### src/hw/rtl/mqts_max_unit.sv
// ----------------------------------------------------------------------------
// Max queue compare unit
// Signed 32-bit maximum shared by push, transfer and query steps.
// ----------------------------------------------------------------------------
`default_nettype none

module mqts_max_unit (
   input  wire logic signed [31:0] a,
   input  wire logic signed [31:0] b,
   output logic signed [31:0]      y
);

   assign y = (a > b) ? a : b;

endmodule

`default_nettype wire
### config.mk
export PLATFORM = sky130hd
export DESIGN_NAME = mqts_max_unit
export DESIGN_NICKNAME = d
export VERILOG_FILES = /design/src/hw/rtl/mqts_max_unit.sv
export SDC_FILE = /design/constraint.sdc
export NUM_CORES = 1
export LEC_CHECK = 0
export ABC_AREA = 1
export BUFFER_PORTS_ARGS = -buffer_cell sky130_fd_sc_hd__buf_4
export CAP_MARGIN = 20
export CORE_MARGIN = 1
export CORE_UTILIZATION = 40
export DETAILED_ROUTE_END_ITERATION = 8
export PLACE_DENSITY = 0.85
export SLEW_MARGIN = 20
export SYNTH_ARGS = -nofsm -noshare
export SYNTH_HDL_FRONTEND = slang
export SYNTH_SLANG_ARGS = --single-unit
### constraint.sdc
create_clock -name vclk -period 2.85
set_clock_uncertainty 0.15 [all_clocks]
set_input_delay 0.4275 -clock vclk [all_inputs]
set_output_delay 0.4275 -clock vclk [all_outputs]
set_load 0.005 [all_outputs]
==> flow_metrics.tcl, run 1 <==
set metrics [dict create \
    multi_input_area_um2 1200 \
    grt_pass1_wl_mm 6.13 \
    clkbuf_count 0 \
    utilization 0.661 \
    yosys_warnings 0 \
    ys_types 18 \
    area_delta_synth_final_pct 58.8 \
    timing.final.max_slew_violations 0 \
    status "completed" \
    layout-drive-gt1-share 0.337 \
    end_kind "output port" \
    dieArea_um2 3710 \
    layout.nets 445 \
    grt_max_degree 33 \
    vdd_drop_max_v 0.000100 \
    hp-class "input pin to output port" \
    antenna_found_initial 0 \
    period_needed_ns 2.67 \
    fillers 309 \
    ant_nets 0 \
    path_delay_family "simple AND/OR/NAND/NOR gates" \
    route.detailed.drc 0 \
    synth-seq-area-share 0 \
    slowest_stage "ha_1" \
    synth_fa_ha_area_frac 0.288 \
    grtUsageTotal 0.206 \
    p_per_area_nw_per_um2 222 \
    cp_cell_sequence "buf_4 > ha_1 > a21oi_2 > o21ai_0 > nand2_1 > nand2_1 > a21oi_2 > nand2_1 > nand2_2 > nand3_4 > buf_4 > nand2_1 > nand2_1 > buf_4" \
    worstPathMaxFanout 7 \
    cp.buffers_inverters 3 \
    die_w_um 60.9 \
    worstPathRequired_ns 2.27 \
    post_drt_wl_per_cell_um 10.4 \
    core_area_um2 3340 \
    crit_type "input pin to output port" \
    finalHoldViolCount 0 \
    synth_top_family_by_area "simple AND/OR/NAND/NOR gates" \
    fin_setup_tns_ns 0 \
    synthTopCellsByArea "ha_1 (29%), nand2_1 (28%), nand4_1 (15%)" \
    rsz0062_at_grt "no" \
    synthSimpleGateAreaFrac 0.478 \
    p_leak_nw 1.39 \
    ioPinCount 96 \
    routed_wl_mm 4.09 \
    initial_core_util 0.416 \
    rows 21 \
    place_congestion 0.828 \
    seq_area_um2 0 \
    grt_pass1_vias 1526 \
    synthMuxAreaShare 0 \
    whs_path_depth 4 \
    netlist_area_um2 1390 \
    crit_arrival_ns 2.09 \
    yosysTopAreaCell "ha_1" \
    fin_crit_sh 0.938 \
    worst_pin_slew_ns 0.326 \
    die_h_um 60.9 \
    clock.fmax_ghz 0.374 \
    hold_buffers 0 \
    synth_xor_area_frac 0 \
    max_cap_violations 0 \
    crit_cells 14 \
    syn_inst 254 \
    first_iter_violations 129 \
    post-synth-top-area-fraction 0.288 \
    yosysMostFrequentCell "nand2_1" \
    synth_common_cells "nand2_1 (102), inv_1 (35), nand4_1 (34), ha_1 (32), a21oi_1 (13)" \
    slowest_delay_ns 0.31 \
    grt_overflow 0 \
    slew_headroom 0.783 \
    syn-num-nets 350 \
    syn_area_per_cell_um2 5.47 \
    viasPerCell 4.94 \
    setup_violations 0 \
    synth_compound_area_frac 0.0766 \
    vias 1942 \
    io_buffers 96 \
    seq_cell_count 0 \
    worstSetupStartpointType "input pin" \
    num_antenna_cells 0 \
    drt-pass1-iter-count 6 \
    dpl.hpwl_mm 3.45 \
    cp_common_cell "nand2_1" \
]
==> layout make-up <==
| type | instances | area share |
|---|---|---|
| Multi-Input combinational cell | 201 | 0.543 |
| Inverter | 41 | 0.0698 |
| Timing Repair Buffer | 105 | 0.361 |
| Tap cell | 46 | 0.0261 |
==> metrics by stage <==
step | cells | worst slack, ns | hold slack (ns) | total power, mW | instance area, um^2
6_report | 393 | 0.178 | 0.974 | 0.490 | 2210
3_5_place_dp | 392 | 0.0827 | 0.974 | 0.477 | 2160
5_1_grt | 393 | 0.0141 | 0.985 | 0.548 | 2210
4_1_cts | 392 | 0.0781 | 0.975 | 0.479 | 2160
2_1_floorplan | 254 | 0.510 | 0.796 | 0.236 | 1390
3_3_place_gp | 392 | 0.136 | 0.974 | 0.468 | 2160
==> cells by family (layout without fill, tap and decap cells) <==
kind of cell	after synthesis	in the layout
compound gates	19	19
fa+ha+maj	32	32
buf+inv	53	146
simple gates	150	150
==> routing by layer <==
metal,GRT usage,vias to the layer above,part of all wire
met5,0,-,0
met2,0.405,64,0.50
li1,-,1022,-
met3,0.0107,2,0.057
met4,0.0195,0,0.0066
met1,0.252,854,0.44
==> worst paths after layout <==
path	endpoint	slack [ns]	startpoint
worst min-delay path	y[25]	0.97	b[25]
worst max-delay path	y[17]	0.18	a[25]
==> timing repair <==
| item | in CTS | in global routing |
|---|---|---|
| buffers inserted | 0 | 1 |
| endpoints found under the hold margin | 0 | 0 |
| setup endpoints to repair | 0 | 27 |
| gates resized for setup | 0 | 6 |
==> worst min-delay path, delay by kind of cell <==
family	cells	cell delay, ns
and+or+nand+nor	2	0.09
buffers and inverters	2	0.18
==> power by group <==
| group | switching (mW) | internal [mW] | leakage (nW) |
|---|---|---|---|
| sequential | 0 | 0 | 0 |
| clock | 0 | 0 | 0 |
| combinational | 0.228 | 0.262 | 1.39 |
==> placed cells by master, fill, tap and decap left out, drive strengths merged <==
master,count
a21o,1
a21oi,14
buf,105
clkinv,1
ha,32
inv,40
nand2,103
nand3,3
nand4,34
nor2,10
o21a,2
o21ai,2
Note: power is estimated with default switching activity, not from simulation.
==> run 2, diff against run 1 <==
Settings changed: ABC_AREA 1 to default, PLACE_DENSITY 0.85 to 0.88.
==> run 2 against run 1 <==
Effect of this change:
- the run now fails in global routing (5_1_grt)
- area after synthesis down 12%
- synthesized cell count down 42%
==> flow_metrics.tcl, run 2 <==
set metrics [dict create \
    io_buffers 96 \
    hold_buffers 0 \
    yosys_warnings 0 \
    place_congestion 0.781 \
    crit_endpoint "y[8]" \
    synthTopCellsByArea "ha_1 (33%), mux2_2 (29%), inv_1 (10%)" \
    grt_overflow 79 \
    ys_types 24 \
    grtUsageTotal 0.757 \
    yosysMostFrequentCell "inv_1" \
    error_line "[ERROR GRT-0232] Routing congestion too high. Check the congestion heatmap in the GUI." \
    lastStage "global routing (5_1_grt)" \
    initial_core_util 0.431 \
    endpoint_type "top-level output" \
    synth-seq-area-share 0 \
    dpl.hpwl_mm 3.44 \
    rows 19 \
    status "aborted with a tool error" \
    synth_common_cells "inv_1 (33), ha_1 (32), mux2_2 (31), a21oi_1 (11), nand4_1 (8)" \
    die_h_um 57.2 \
    die_w_um 57.2 \
    grt_max_degree 11 \
    syn_area_per_cell_um2 8.24 \
    syn_inst 148 \
    post-synth-top-area-fraction 0.328 \
    ioPinCount 96 \
    yosysTopAreaCell "ha_1" \
    syn-num-nets 244 \
    netlist_area_um2 1220 \
]
-- run 2: timing repair --
action                                  in CTS
endpoints found under the hold margin        0
gates cloned                                 1
resized for setup                           84
endpoints found under the setup margin      32
pin swaps                                    3
buffers inserted                             4
-- run 2: kinds of logic after synthesis --
logic type               share of synthesized area
AO/OA/AOI/OAI                                0.138
multiplexers                                 0.295
AND/OR/NAND/NOR                              0.109
buffers and inverters                        0.129
adder cells (fa/ha/maj)                      0.328
-- run 2: metrics by stage --
stage          setup TNS (ns)  hold WS [ns]  instances  instance area (um^2)  setup WS [ns]
2_1_floorplan          -12.47         0.826        148                  1420         -0.399
3_5_place_dp           -22.93          1.01        289                  2280         -0.763
4_1_cts                -17.80         0.992        294                  2660         -0.571
3_3_place_gp           -21.37          1.01        289                  2280         -0.705
-- run 2: metal layers --
layer / overflow / GRT usage
met5: 0 / 0
met4: 29 / 0.885
met3: 0 / 0.469
met2: 49 / 1.03
met1: 1 / 0.725
==> run 3, diff against run 2 <==
Settings changed: CORE_UTILIZATION 40 to 25, PLACE_DENSITY 0.88 to default, PLACE_DENSITY_LB_ADDON from default to 0.15.
==> run 3 against run 2 <==
Effect of this change:
- the flow now finishes, with violations (setup timing)
- area after synthesis unchanged
- synthesized cell count unchanged
==> flow_metrics.tcl, run 3 <==
set metrics [dict create \
    netlist_area_um2 1220 \
    p_leak_nw 1.44 \
    end_kind "output port" \
    seq_area_um2 0 \
    cp.buffers_inverters 5 \
    worstSetupStartpointType "input pin" \
    synth_fa_ha_area_frac 0.328 \
    hp-class "input pin to output port" \
    route.detailed.drc 0 \
    clock.fmax_ghz 0.291 \
    ys_types 24 \
    routed_wl_mm 3.70 \
    worstPathRequired_ns 2.27 \
    yosysTopAreaCell "ha_1" \
    slowest_stage "or4_4" \
    place_congestion 0.717 \
    grtUsageTotal 0.133 \
    status "finished, violations left" \
    slowest_delay_ns 0.54 \
    synth_xor_area_frac 0 \
    synthMuxAreaShare 0.295 \
    drt-pass1-iter-count 4 \
    synthTopCellsByArea "ha_1 (33%), mux2_2 (29%), inv_1 (10%)" \
    max_cap_violations 0 \
    hold-worst-slack_ns 0.992 \
    p_total_mw 0.555 \
    crit_type "input pin to output port" \
    synthSimpleGateAreaFrac 0.109 \
    violations "setup timing" \
    syn_inst 148 \
    path_delay_family "simple AND/OR/NAND/NOR gates" \
    multi_input_area_um2 1320 \
    cp_common_cell "buf_6" \
    slew_headroom 0.663 \
    fillers 415 \
    first_iter_violations 20 \
    grt_max_degree 10 \
    ant_nets 0 \
    ioPinCount 96 \
    post_drt_wl_per_cell_um 11.1 \
    core_area_um2 4720 \
    worst_pin_slew_ns 0.500 \
    vias 1506 \
    dieArea_um2 5160 \
    grt_pass1_wl_mm 5.82 \
    p_per_area_nw_per_um2 208 \
    setup_violations 32 \
    io_buffers 96 \
    worstPathMaxFanout 9 \
    layout.nets 363 \
    syn_area_per_cell_um2 8.24 \
    final_cell_mix "buf_4 (67), buf_6 (48), mux2_4 (32)" \
    syn-num-nets 244 \
    utilization 0.566 \
    layout-drive-gt1-share 0.653 \
    post-synth-top-area-fraction 0.328 \
    die_h_um 71.9 \
    seq_cell_count 0 \
    fin_crit_sh 1.21 \
    grt_overflow 0 \
    vdd_drop_max_v 0.0000842 \
    rows 25 \
    area_delta_synth_final_pct 119 \
    final_common_cell "buf_4" \
    rsz0062_at_grt "yes" \
    cp_cell_sequence "buf_6 > inv_4 > ha_4 > nand4_1 > or4_4 > or3_1 > o2111a_1 > a211oi_4 > buf_6 > buf_12 > mux2_4 > buf_6" \
    post-place-cells 328 \
    finalHoldViolCount 0 \
    synth_top_family_by_area "adder cells" \
    crit_arrival_ns 2.86 \
    timing.final.max_slew_violations 0 \
    antenna_found_initial 0 \
    dpl.hpwl_mm 3.12 \
    yosysMostFrequentCell "inv_1" \
    synth_compound_area_frac 0.138 \
    synth_common_cells "inv_1 (33), ha_1 (32), mux2_2 (31), a21oi_1 (11), nand4_1 (8)" \
    initial_core_util 0.258 \
    viasPerCell 4.54 \
    period_needed_ns 3.44 \
    synth-seq-area-share 0 \
    finalNonFillerCells 332 \
    grt_pass1_vias 1369 \
    die_w_um 71.9 \
    clkbuf_count 0 \
    num_antenna_cells 0 \
    setup_ws_ns -0.592 \
    yosys_warnings 0 \
]
==> run 3: cell counts after synthesis <==
Identical to the previous run, type by type.
==> run 3: final timing paths <==
check | slack, ns | start | depth (start not counted) | endpoint
max | -0.59 | b[25] | 12 | y[24]
min | 0.99 | b[17] | 3 | y[17]
==> run 3: area by class of cell <==
type / instances / area share
timing repair buffer: 120 / 0.422
inverter: 33 / 0.0520
multi-input combinational: 112 / 0.494
tap: 67 / 0.0314
==> run 3: logic make-up after synthesis <==
family          Yosys count
buf+inv                  36
mux                      32
fa+ha+maj                32
compound gates           24
simple gates             24
==> run 3: tightest hold or removal path, stage by stage <==
cell and delay (ns):
buf_6 0.07, mux2_4 0.13, buf_6 0.08
==> run 3: report_power, final <==
part	leakage (nW)	total, mW	internal, mW	switching, mW
clock network	0	0	0	0
registers	0	0	0	0
logic	1.44	0.555	0.365	0.190
total	1.44	0.555	0.365	0.190
==> run 3: through the flow <==
stage	instance area (um^2)	setup WS, ns	setup TNS, ns
2_1_floorplan	1420	-0.399	-12.47
3_3_place_gp	2340	-0.732	-21.92
3_5_place_dp	2340	-0.776	-23.22
4_1_cts	2610	-0.591	-18.37
5_1_grt	2670	-0.690	-21.26
6_report	2670	-0.592	-18.25
==> run 3: what timing repair did <==
action | 4_1_cts | 5_1_grt
hold buffers | 0 | 0
pin swaps | 3 | 0
resized for setup | 63 | 11
setup endpoints to repair | 32 | 32
cloned | 1 | 0
setup buffers | 2 | 1
==> run 3: layer usage <==
metal | global-route usage | part of all wire | up-vias
met2 | 0.244 | 0.52 | 47
met1 | 0.179 | 0.43 | 682
met5 | 0 | 0 | -
met4 | 0.00654 | 0.0057 | 0
met3 | 0.00985 | 0.045 | 2
li1 | - | - | 775
